File: src/rtl/core/julian_day_to_calendar_date_macros.svh
// Assertion helpers for the day-number converter.
`ifndef JULIAN_DAY_TO_CALENDAR_DATE_MACROS_SVH
`define JULIAN_DAY_TO_CALENDAR_DATE_MACROS_SVH

`ifndef SYNTH
// Checked property, masked while reset is asserted.
`define JD_ASSERT(lbl, clk, rst_n, prop) \
    lbl: assert property (@(posedge clk) disable iff (!rst_n) (prop)) \
        else $error("jd2cd assertion failed");
// Checked property, also active during reset.
`define JD_ASSERT_RST(lbl, clk, prop) \
    lbl: assert property (@(posedge clk) (prop)) \
        else $error("jd2cd reset assertion failed");
`else
`define JD_ASSERT(lbl, clk, rst_n, prop)
`define JD_ASSERT_RST(lbl, clk, prop)
`endif

`endif

File: src/rtl/core/jd2cd_pkg.sv
`default_nettype none

package jd2cd_pkg;

    localparam int JD_STAGES = 12;

    // stage indexes
    localparam int ST_ALPHA_NUM = 0;
    localparam int ST_ALPHA_EST = 1;
    localparam int ST_ALPHA_REM = 2;
    localparam int ST_ALPHA_FIX = 3;
    localparam int ST_B         = 4;
    localparam int ST_C_NUM     = 5;
    localparam int ST_C_EST     = 6;
    localparam int ST_C_REM     = 7;
    localparam int ST_C_FIX     = 8;
    localparam int ST_DOY       = 9;
    localparam int ST_E         = 10;
    localparam int ST_OUT       = 11;

    typedef logic [JD_STAGES-1:0] t_stage_en;

    // widths
    localparam int DAY_W       = 24;
    localparam int B_W         = 25;
    localparam int ADJ_W       = 11;
    localparam int ALPHA_N_W   = 27;
    localparam int ALPHA_Q_W   = 9;
    localparam int ALPHA_REM_W = 19;
    localparam int ALPHA_RCP_W = 10;
    localparam int ALPHA_PRD_W = ALPHA_N_W + ALPHA_RCP_W;
    localparam int C_N_W       = 29;
    localparam int C_W         = 16;
    localparam int C_REM_W     = 14;
    localparam int C_RCP_W     = 17;
    localparam int C_PRD_W     = C_N_W + C_RCP_W;
    localparam int D_PRD_W     = 27;
    localparam int DOY_W       = 9;
    localparam int E_W         = 4;
    localparam int YEAR_W      = 17;
    localparam int MONTH_W     = 4;
    localparam int DOM_W       = 5;

    // century correction: (4z - 7468865) / 146097, biased by 52 quotients
    localparam int ALPHA_SHIFT = 27;
    localparam int ALPHA_BIAS  = 52;
    localparam logic [ALPHA_N_W-1:0]   ALPHA_OFS   = ALPHA_N_W'(128179);
    localparam logic [ALPHA_N_W-1:0]   ALPHA_DIV   = ALPHA_N_W'(146097);
    localparam logic [ALPHA_RCP_W-1:0] ALPHA_RECIP = ALPHA_RCP_W'(918);
    localparam logic [ADJ_W-1:0]       ADJ_JULIAN  = ADJ_W'(1524);
    localparam logic [ADJ_W-1:0]       ADJ_GREG    = ADJ_W'(1525);

    // year count: (20b - 2442) / 7305
    localparam int C_SHIFT = 29;
    localparam logic [C_N_W-1:0]   C_OFS   = C_N_W'(2442);
    localparam logic [C_N_W-1:0]   C_DIV   = C_N_W'(7305);
    localparam logic [C_RCP_W-1:0] C_RECIP = C_RCP_W'(73493);
    localparam logic [D_PRD_W-1:0] D_MUL   = D_PRD_W'(1461);

    // month and year fix-up
    localparam logic [E_W-1:0]     E_WRAP         = E_W'(14);
    localparam logic [MONTH_W-1:0] MONTH_OFS_LOW  = MONTH_W'(1);
    localparam logic [MONTH_W-1:0] MONTH_OFS_HIGH = MONTH_W'(13);
    localparam logic [MONTH_W-1:0] MONTH_FEB      = MONTH_W'(2);
    localparam logic [YEAR_W-1:0]  YEAR_OFS_LATE  = YEAR_W'(4716);
    localparam logic [YEAR_W-1:0]  YEAR_OFS_EARLY = YEAR_W'(4715);

    localparam logic [DAY_W-1:0] GREG_START_RESET = DAY_W'(2299161);

    // e = floor(10000 x / 306001) for x below 490, capped at 15 above
    function automatic logic [E_W-1:0] doy_to_e(input logic [DOY_W-1:0] x);
        logic [E_W-1:0] e;
        logic [23:0]    lhs;
        e   = '0;
        lhs = 24'(x) * 24'(10000);
        for (int k = 1; k <= 15; k++) begin
            if (lhs >= 24'(k * 306001)) begin
                e = e + E_W'(1);
            end
        end
        return e;
    endfunction

    // floor(306001 e / 10000)
    function automatic logic [DOY_W-1:0] e_start(input logic [E_W-1:0] e);
        logic [DOY_W-1:0] v;
        case (e)
            4'd1:    v = DOY_W'(30);
            4'd2:    v = DOY_W'(61);
            4'd3:    v = DOY_W'(91);
            4'd4:    v = DOY_W'(122);
            4'd5:    v = DOY_W'(153);
            4'd6:    v = DOY_W'(183);
            4'd7:    v = DOY_W'(214);
            4'd8:    v = DOY_W'(244);
            4'd9:    v = DOY_W'(275);
            4'd10:   v = DOY_W'(306);
            4'd11:   v = DOY_W'(336);
            4'd12:   v = DOY_W'(367);
            4'd13:   v = DOY_W'(397);
            4'd14:   v = DOY_W'(428);
            4'd15:   v = DOY_W'(459);
            default: v = '0;
        endcase
        return v;
    endfunction

endpackage

`default_nettype wire

File: src/rtl/core/julian_day_to_calendar_date.sv
// Julian day number to calendar date converter.
// Input channel: i_valid / o_stall with i_julian_day, a whole day number.
// Output channel: o_valid / i_stall with o_year (signed), o_month, o_day.
// A transfer happens on a rising edge where valid is high and stall is low.
// Config channel: i_cfg_valid / o_cfg_ready with i_cfg_data sets the last
// day number converted with Julian calendar rules; o_cfg_ready is always
// high. Write it only while no item is in flight.
// Each item passes stage by stage through the century, year and month
// sections; throughput is one item per cycle while i_stall is low, set by
// the 12-stage pipeline with its two constant reciprocal multiplies.
// Reset clears all stage valid bits and loads cut-over day 2299161.
// When the receiver stalls, the output register holds its result; earlier
// stages keep advancing into empty slots, and o_stall rises only once all
// 12 stages hold an item.
`default_nettype none

`include "julian_day_to_calendar_date_macros.svh"

module julian_day_to_calendar_date
    import jd2cd_pkg::*;
(
    input  wire logic                i_clk,
    input  wire logic                i_rst_n,
    input  wire logic                i_valid,
    output logic                     o_stall,
    input  wire logic [DAY_W-1:0]    i_julian_day,
    output logic                     o_valid,
    input  wire logic                i_stall,
    output logic signed [YEAR_W-1:0] o_year,
    output logic [MONTH_W-1:0]       o_month,
    output logic [DOM_W-1:0]         o_day,
    input  wire logic                i_cfg_valid,
    output logic                     o_cfg_ready,
    input  wire logic [DAY_W-1:0]    i_cfg_data
);

    logic [DAY_W-1:0] r_greg_start;
    t_stage_en        r_valid;
    t_stage_en        n_valid;
    t_stage_en        s_rdy;
    t_stage_en        s_vin;
    logic [B_W-1:0]   s_b;
    logic [C_W-1:0]   s_c;
    logic [DOY_W-1:0] s_doy;

    // a stage loads when it is empty or its successor loads
    assign s_rdy[JD_STAGES-1] = !r_valid[JD_STAGES-1] || !i_stall;
    for (genvar k = 0; k < JD_STAGES - 1; k++) begin : g_rdy
        assign s_rdy[k] = !r_valid[k] || s_rdy[k+1];
    end

    assign s_vin   = {r_valid[JD_STAGES-2:0], i_valid};
    assign n_valid = (s_rdy & s_vin) | (~s_rdy & r_valid);

    always_ff @(posedge i_clk) begin
        if (!i_rst_n) begin
            r_valid      <= '0;
            r_greg_start <= GREG_START_RESET;
        end else begin
            r_valid <= n_valid;
            if (i_cfg_valid && o_cfg_ready) begin
                r_greg_start <= i_cfg_data;
            end
        end
    end

    assign o_stall     = !s_rdy[0];
    assign o_valid     = r_valid[JD_STAGES-1];
    assign o_cfg_ready = 1'b1;

    jd2cd_century u_century (
        .i_clk        (i_clk),
        .i_en         (s_rdy),
        .i_julian_day (i_julian_day),
        .i_greg_start (r_greg_start),
        .o_b          (s_b)
    );

    jd2cd_year u_year (
        .i_clk (i_clk),
        .i_en  (s_rdy),
        .i_b   (s_b),
        .o_c   (s_c),
        .o_doy (s_doy)
    );

    jd2cd_month u_month (
        .i_clk   (i_clk),
        .i_en    (s_rdy),
        .i_doy   (s_doy),
        .i_c     (s_c),
        .o_year  (o_year),
        .o_month (o_month),
        .o_day   (o_day)
    );

    `JD_ASSERT(a_month_range, i_clk, i_rst_n, o_valid |-> (o_month >= 4'd1 && o_month <= 4'd12))
    `JD_ASSERT(a_day_nonzero, i_clk, i_rst_n, o_valid |-> (o_day != 5'd0))
    `JD_ASSERT(a_stall_full, i_clk, i_rst_n, o_stall |-> (&r_valid))
    `JD_ASSERT_RST(a_reset_empty, i_clk, !i_rst_n |=> !o_valid)

endmodule

`default_nettype wire

File: src/rtl/core/jd2cd_century.sv
`default_nettype none

module jd2cd_century
    import jd2cd_pkg::*;
(
    input  wire logic             i_clk,
    input  wire t_stage_en        i_en,
    input  wire logic [DAY_W-1:0] i_julian_day,
    input  wire logic [DAY_W-1:0] i_greg_start,
    output logic [B_W-1:0]        o_b
);

    logic [DAY_W-1:0]       r_s1_z, r_s2_z, r_s3_z, r_s4_z;
    logic                   r_s1_greg, r_s2_greg, r_s3_greg;
    logic [ALPHA_N_W-1:0]   r_s1_n, r_s2_n;
    logic [ALPHA_Q_W-1:0]   r_s2_q, r_s3_q;
    logic [ALPHA_REM_W-1:0] r_s3_rem;
    logic [ADJ_W-1:0]       r_s4_adj;
    logic [B_W-1:0]         r_s5_b;

    logic [ALPHA_PRD_W-1:0]    s2_prod;
    logic [ALPHA_N_W-1:0]      s3_qd;
    logic [ALPHA_N_W-1:0]      s3_rem;
    logic [ALPHA_Q_W-1:0]      s4_q;
    logic signed [ALPHA_Q_W:0] s4_alpha;
    logic signed [ALPHA_Q_W:0] s4_quarter;
    logic signed [ADJ_W:0]     s4_adj;

    assign s2_prod    = ALPHA_PRD_W'(r_s1_n) * ALPHA_PRD_W'(ALPHA_RECIP);
    assign s3_qd      = ALPHA_N_W'(r_s2_q) * ALPHA_DIV;
    assign s3_rem     = r_s2_n - s3_qd;
    assign s4_q       = r_s3_q + ALPHA_Q_W'(ALPHA_N_W'(r_s3_rem) >= ALPHA_DIV);
    assign s4_alpha   = $signed({1'b0, s4_q}) - $signed((ALPHA_Q_W+1)'(ALPHA_BIAS));
    assign s4_quarter = s4_alpha >>> 2;
    assign s4_adj     = (ADJ_W+1)'(s4_alpha) - (ADJ_W+1)'(s4_quarter)
                      + $signed({1'b0, ADJ_GREG});

    always_ff @(posedge i_clk) begin
        if (i_en[ST_ALPHA_NUM]) begin
            r_s1_z    <= i_julian_day;
            r_s1_greg <= i_julian_day > i_greg_start;
            r_s1_n    <= {1'b0, i_julian_day, 2'b00} + ALPHA_OFS;
        end
        if (i_en[ST_ALPHA_EST]) begin
            r_s2_z    <= r_s1_z;
            r_s2_greg <= r_s1_greg;
            r_s2_n    <= r_s1_n;
            r_s2_q    <= s2_prod[ALPHA_SHIFT+ALPHA_Q_W-1:ALPHA_SHIFT];
        end
        if (i_en[ST_ALPHA_REM]) begin
            r_s3_z    <= r_s2_z;
            r_s3_greg <= r_s2_greg;
            r_s3_q    <= r_s2_q;
            r_s3_rem  <= s3_rem[ALPHA_REM_W-1:0];
        end
        if (i_en[ST_ALPHA_FIX]) begin
            r_s4_z   <= r_s3_z;
            r_s4_adj <= r_s3_greg ? s4_adj[ADJ_W-1:0] : ADJ_JULIAN;
        end
        if (i_en[ST_B]) begin
            r_s5_b <= B_W'(r_s4_z) + B_W'(r_s4_adj);
        end
    end

    assign o_b = r_s5_b;

endmodule

`default_nettype wire

File: src/rtl/core/jd2cd_year.sv
`default_nettype none

module jd2cd_year
    import jd2cd_pkg::*;
(
    input  wire logic           i_clk,
    input  wire t_stage_en      i_en,
    input  wire logic [B_W-1:0] i_b,
    output logic [C_W-1:0]      o_c,
    output logic [DOY_W-1:0]    o_doy
);

    logic [B_W-1:0]     r_s6_b, r_s7_b, r_s8_b, r_s9_b;
    logic [C_N_W-1:0]   r_s6_n, r_s7_n;
    logic [C_W-1:0]     r_s7_q, r_s8_q, r_s9_c, r_s10_c;
    logic [C_REM_W-1:0] r_s8_rem;
    logic [DOY_W-1:0]   r_s10_doy;

    logic [C_PRD_W-1:0] s7_prod;
    logic [C_N_W-1:0]   s8_qd;
    logic [C_N_W-1:0]   s8_rem;
    logic [D_PRD_W-1:0] s10_d_full;
    logic [B_W-1:0]     s10_diff;

    assign s7_prod    = C_PRD_W'(r_s6_n) * C_PRD_W'(C_RECIP);
    assign s8_qd      = C_N_W'(r_s7_q) * C_DIV;
    assign s8_rem     = r_s7_n - s8_qd;
    assign s10_d_full = D_PRD_W'(r_s9_c) * D_MUL;
    assign s10_diff   = r_s9_b - s10_d_full[D_PRD_W-1:2];

    always_ff @(posedge i_clk) begin
        if (i_en[ST_C_NUM]) begin
            r_s6_b <= i_b;
            r_s6_n <= {i_b, 4'b0000} + C_N_W'({i_b, 2'b00}) - C_OFS;
        end
        if (i_en[ST_C_EST]) begin
            r_s7_b <= r_s6_b;
            r_s7_n <= r_s6_n;
            r_s7_q <= s7_prod[C_SHIFT+C_W-1:C_SHIFT];
        end
        if (i_en[ST_C_REM]) begin
            r_s8_b   <= r_s7_b;
            r_s8_q   <= r_s7_q;
            r_s8_rem <= s8_rem[C_REM_W-1:0];
        end
        if (i_en[ST_C_FIX]) begin
            r_s9_b <= r_s8_b;
            r_s9_c <= r_s8_q + C_W'(C_N_W'(r_s8_rem) >= C_DIV);
        end
        if (i_en[ST_DOY]) begin
            r_s10_c   <= r_s9_c;
            r_s10_doy <= s10_diff[DOY_W-1:0];
        end
    end

    assign o_c   = r_s10_c;
    assign o_doy = r_s10_doy;

endmodule

`default_nettype wire

File: src/rtl/core/jd2cd_month.sv
`default_nettype none

module jd2cd_month
    import jd2cd_pkg::*;
(
    input  wire logic             i_clk,
    input  wire t_stage_en        i_en,
    input  wire logic [DOY_W-1:0] i_doy,
    input  wire logic [C_W-1:0]   i_c,
    output logic signed [YEAR_W-1:0] o_year,
    output logic [MONTH_W-1:0]    o_month,
    output logic [DOM_W-1:0]      o_day
);

    logic [E_W-1:0]     r_s11_e;
    logic [DOY_W-1:0]   r_s11_doy;
    logic [C_W-1:0]     r_s11_c;
    logic signed [YEAR_W-1:0] r_s12_year;
    logic [MONTH_W-1:0] r_s12_month;
    logic [DOM_W-1:0]   r_s12_day;

    logic [MONTH_W-1:0] s12_month;
    logic [YEAR_W-1:0]  s12_year_ofs;
    logic [DOY_W-1:0]   s12_day;

    assign s12_month    = (r_s11_e < E_WRAP) ? MONTH_W'(r_s11_e) - MONTH_OFS_LOW
                                             : MONTH_W'(r_s11_e) - MONTH_OFS_HIGH;
    assign s12_year_ofs = (s12_month > MONTH_FEB) ? YEAR_OFS_LATE : YEAR_OFS_EARLY;
    assign s12_day      = r_s11_doy - e_start(r_s11_e);

    always_ff @(posedge i_clk) begin
        if (i_en[ST_E]) begin
            r_s11_e   <= doy_to_e(i_doy);
            r_s11_doy <= i_doy;
            r_s11_c   <= i_c;
        end
        if (i_en[ST_OUT]) begin
            r_s12_year  <= $signed({1'b0, r_s11_c}) - $signed(s12_year_ofs);
            r_s12_month <= s12_month;
            r_s12_day   <= s12_day[DOM_W-1:0];
        end
    end

    assign o_year  = r_s12_year;
    assign o_month = r_s12_month;
    assign o_day   = r_s12_day;

endmodule

`default_nettype wire
File: config.mk
export PLATFORM = sky130hd
export DESIGN_NAME = julian_day_to_calendar_date
export DESIGN_NICKNAME = d
export VERILOG_FILES = /design/src/rtl/core/jd2cd_pkg.sv /design/src/rtl/core/julian_day_to_calendar_date.sv /design/src/rtl/core/jd2cd_century.sv /design/src/rtl/core/jd2cd_year.sv /design/src/rtl/core/jd2cd_month.sv
export VERILOG_INCLUDE_DIRS = /design/src /design/src/rtl/core
export SDC_FILE = /design/constraint.sdc
export NUM_CORES = 2
export LEC_CHECK = 0
export BUFFER_PORTS_ARGS = -buffer_cell sky130_fd_sc_hd__clkbuf_2
export CAP_MARGIN = 15
export CORE_ASPECT_RATIO = 0.5
export CORE_MARGIN = 5
export CORE_UTILIZATION = 59
export CTS_CLUSTER_SIZE = 40
export DETAILED_ROUTE_END_ITERATION = 16
export PLACE_DENSITY = 0.79
export SYNTH_ARGS = -nofsm -noshare
export SYNTH_HDL_FRONTEND = slang
export SYNTH_SLANG_ARGS = --single-unit
File: constraint.sdc
create_clock -name i_clk -period 10.95 [get_ports i_clk]
set_input_delay 1.095 -clock i_clk [delete_from_list [all_inputs] [get_ports i_clk]]
set_output_delay 1.095 -clock i_clk [all_outputs]
set_load 0.01 [all_outputs]
### Word level (Yosys, flattened, before mapping)

Memory sizes are Yosys's and may differ from the RTL's. A register that Yosys moved wholly into a read port is not among the register bits.
Index checks and enable logic that the tools add are counted.
Widths: inputs -> output; s select.

* add/sub/neg operators: 30
* multiply operators: 6
* magnitude comparators: 20
* mux-type cells: 32
* bitwise logic cells: 4
* reductions and logical operators: 26

Operators by type and width (count)
* $ge 23x22->1 const B: 7
* $mux 4: 30
* $ge 23x21->1 const B: 3
* $add 4x1->4 const B: 14
* $ge 23x20->1 const B: 2
* $ge 23x23->1 const B: 2
* $mul 29x17->45 const B: 1
* $mul 27x9->35 const B: 1
* $add 29x27->29: 1
* $sub 29x12->29 const B: 1
* $add 26x17->27 const B: 1
* $add 24x11->25: 1
* $and 12x12->12: 2
* $gt 24x24->1: 1
* $ge 23x19->1 const B: 1
* $ge 19x18->1 const B: 1
* $mul 9x10->19 const B: 1
* $mul 9x18->19 const B: 1
* $sub 19x19->19: 1
* $sub 17x17->17: 1
* $add 16x1->16: 1
* $mul 16x11->11 const B: 1
* $mul 16x13->14 const B: 1
* $ge 14x13->1 const B: 1
* other kinds (17): 41

* bits in registers: 471
* bits in read-only memories: 144
* bits of input ports: 53
* word-level logic and storage cells: 153
* memories: 1

Memory list
* (no name shown): words 16, width 9, rd ports 1, clocked after Yosys merged registers in 1, wr ports 0, line jd2cd_pkg.sv:87 `case (e)`

### Logic depth before layout (Yosys ltp)

* depth in word-level cells: 46
* gate-level depth with buffers: 60
* depth with buffers taken out: 56

### Hierarchy

From an unflattened synthesis, not the netlist that was laid out.

* cells, all modules: 3481
* area, all modules: 40264.9 sq um

Modules (own cells, without submodules)
* jd2cd_year: instances 1, cells an instance 1469, area an instance 17220.3 sq um, seq. area each 4864.7 sq um
* jd2cd_century: instances 1, cells an instance 1229, area an instance 15428.5 sq um, seq. area each 6306.0 sq um
* jd2cd_month: instances 1, cells an instance 644, area an instance 6203.4 sq um, seq. area each 1631.6 sq um
* julian_day_to_calendar_date: instances 1, cells an instance 139, area an instance 1412.6 sq um, seq. area each 720.7 sq um

### Least setup slack after synthesis

OpenSTA, ideal clock, no wires.

* path type: register to register
* from: reg u_year.r_s10_doy[0] (netlist: u_year.o_doy[0])
* to: reg with a tool-made name
* library setup time: 73 ps
* arrival time: 11313 ps
* data required time: 10877 ps
* path slack: -436 ps
* cell stages (with the launch flop): 58
* clock period less this slack: 11386 ps
* cells stage by stage: edfxtp_1 > clkbuf_1 > inv_1 > fa_1 > inv_1 > ha_1 > ha_1 > ha_1 > ha_1 > fa_1 > buf_2 > a21o_1 > a221o_1 > a31o_2 > nor3_4 > o21ai_2 > buf_2 > nor3_1 > [22 not listed] > a22oi_1 > and2_1 > xnor2_1 > a21oi_1 > ha_1 > a21oi_1 > xnor2_1 > mux2_2 > ha_1 > nand2_1 > o211ai_1 > xor2_1 > mux2_2 > mux2i_1 > inv_1 > ha_1 > mux2_1 > mux2i_1

RTL lines
* start: declaration: line jd2cd_year.sv:17 `logic [DOY_W-1:0] r_s10_doy;`
* start signal: assignment: line jd2cd_year.sv:52 `r_s10_doy <= s10_diff[DOY_W-1:0];`

==> metrics.txt <==
DP HPWL 58200 µm; most used cell, CP ha_1; crit end category register; drt wl/cell 16.5 µm; H-tree depth 2; syn_area_per_cell 11.7 µm²; Starting Density 60.1%; flops & latches, synth 464; IO buf count 80; GRT Util Overall 20.9%; TritonRoute pass-1 iters 7; ratio of final minimum period to clock period 96.5%; post-synthesis mux area share 1.03%; DR vias 24100; CP Launch Type register; CP Class reg2reg; Slew Limit Fails 0; global-route wire length before repair 123000 µm; reg2reg path depth 54; crit-path max FO 5; worst reg-to-reg setup slack 0.39 ns; Rows 66; Final Util 65.9%; commonest cells after routing, fill and taps aside 629 x inv_1, 628 x ha_1, 423 x edfxtp_1; CP Depth 54; ys async rst share 0%; pin count of the biggest net entering global routing 54; largest family of logic cells by synthesized area adder cells; CP startpoint u_year.o_doy[0]; crit path max-delay cell type fa_1; distinct cell type count after synthesis 93; hold slack 0.411 ns; root buffer cell clkbuf_16; initial antenna violation count 0; fillcell total 4736; Post-synth EDFFs 423; critical path arrival 11.05 ns; grt ovf 0; Worst-path clk slew 0.07 ns; CTS sink cnt 464; max cap viols 0; Slew @ Worst Pin 1.09 ns; Final GP Congestion 0.869; Synth Area in Simple Gates 6.21%; clock tree from TritonCTS done; vias in the first global route 25600; full die area 72200 µm²; top_reg_cell synth edfxtp_1; Clock Latency Late Sink 0.58 ns; # hold bufs at CTS 0; Buf/Inv on CP 5; Nets 4575; critical path's largest stage delay 0.55 ns; n_diodes 0; Crit Reg-Reg Startpoint u_year.o_doy[0]; setup violators final 0; most common cell after layout, fill and taps aside inv_1; Max Fclk 94.7 MHz; syn_nets 4406; Max Clock Skew 0.0272 ns; non-filler instance count after layout 4444; deepest clock path buffer count 3; Slew headroom 27.3%; synthesis warning total 0; share of post-route cells with drive strength above 1 9.52%; Post-Synth Adder-Cell Area 38.4%; crit-path leading delay family adder cells; class of the worst hold path reg2reg; status finished clean; post-synthesis compound-gate area fraction 7.44%; Area Growth Syn to Fin 9.76%; Die W 375 µm; placed insts 4337; Hold Vio Cnt, Final 0; total core area 65500 µm²; DRC viols 0; Die H 193 µm; num ports 82; post-synthesis xor/xnor area fraction 6.09%; mapped cell area 39300 µm²; min cycle time layout 10.56 ns; Register Area 13500 µm²; vias per inst 5.43; Starting DRT DRC Count 1306; multi-input logic area 23800 µm²; sequential fraction of the synthesis area 34.4%; CP required 11.44 ns; Routed WL 73500 µm; antenna viol nets, final 0; post-synthesis cell count 3358; Num CTS Buffers 42
==> sequential cells by signal (all words and copies together), names as in the netlist, 15 cells and up, named ones only <==
signal,count
r_greg_start,24
u_century.o_b,25
u_century.r_s1_n,23
u_century.r_s1_z,24
u_century.r_s2_n,15
u_century.r_s2_z,24
u_century.r_s3_rem,19
u_century.r_s3_z,24
u_century.r_s4_z,24
u_month.o_year,17
u_month.r_s11_c,16
u_year.o_c,16
u_year.r_s6_n,27
u_year.r_s7_q,16
u_year.r_s8_q,16
u_year.r_s9_c,16
==> synth_stat cells (15+ instances only) <==
| cell type | n | area share [%] |
|---|---|---|
| a21oi_1 | 128 | 1.6 |
| o211ai_1 | 19 | 0.36 |
| fa_1 | 352 | 18 |
| xnor2_1 | 173 | 3.9 |
| a31oi_1 | 15 | 0.24 |
| o21ai_0 | 88 | 1.1 |
| xor2_1 | 72 | 1.6 |
| mux2i_1 | 28 | 0.71 |
| nor2b_1 | 46 | 0.73 |
| edfxtp_1 | 423 | 32 |
| and3_1 | 20 | 0.32 |
| a21o_1 | 38 | 0.73 |
| nor2_1 | 116 | 1.1 |
| and2_1 | 16 | 0.25 |
| nor3_1 | 35 | 0.45 |
| ha_1 | 643 | 20 |
| nand2_1 | 125 | 1.2 |
| o21bai_1 | 16 | 0.31 |
| nand4_1 | 18 | 0.29 |
| dfxtp_1 | 41 | 2.1 |
| nand3_1 | 40 | 0.51 |
| inv_1 | 634 | 6.1 |
| o21a_1 | 27 | 0.52 |
| clkbuf_1 | 22 | 0.21 |
| nand2b_1 | 25 | 0.40 |
==> kinds of logic after synthesis <==
family	count (synthesis)
muxes	38
xor gates and xnor gates	256
adders and majority gates	995
DFF	464
buffers and inverters	671
AOI/OAI and AO/OA	439
other	1
and+or+nand+nor	494
==> per-layer routing <==
metal / track usage [%] / vias to the layer above / routed length, µm
li1: - / 11700 / -
met1: 27.0 / 11900 / 32300
met2: 38.0 / 425 / 37100
met3: 2.66 / 117 / 2620
met4: 4.54 / 0 / 1470
met5: 0 / - / 0
==> cell type report <==
| type | instances | area share, % |
|---|---|---|
| clock buffer | 52 | 2.59 |
| multi-input combinational | 2223 | 55.0 |
| inverter | 636 | 5.53 |
| clock inverter | 25 | 0.597 |
| sequential | 464 | 31.3 |
| timing repair buffer | 160 | 2.36 |
| tap | 884 | 2.56 |
==> worst min path at each step <==
stage                    startpoint                   end  slack (ns)  cells past startpoint
6_report        u_century.r_s2_z[8]   u_century.r_s3_z[8]        0.41                      0
3_3_place_gp    u_century.r_s2_z[8]   u_century.r_s3_z[8]        0.40                      0
2_1_floorplan   u_century.r_s1_greg   u_century.r_s2_greg        0.40                      0
5_1_grt            u_year.r_s8_b[3]      u_year.r_s9_b[3]        0.42                      0
3_5_place_dp   u_century.r_s1_z[11]  u_century.r_s2_z[11]        0.40                      0
4_1_cts         u_century.r_s2_z[8]   u_century.r_s3_z[8]        0.42                      0
==> stage by stage <==
stage,setup WS (ns),cell area [µm²],setup TNS (ns)
final,0.386,43200,0
after CTS,0.00496,42600,0
after global routing,-0.247,43200,-0.624
after detailed placement,-0.300,41100,-1.07
after floorplan,0.00368,39400,0
after global placement,0.146,41100,0
==> repair_timing <==
item / in CTS / in global routing
setup buffers: 6 / 24
gates resized for setup: 10 / 76
pin swaps: 5 / 62
setup endpoints to repair: 5 / 7
Power is left out: the tool's default activity adds up to more than one toggle a clock period on the data nets, which glitch-free logic cannot reach.
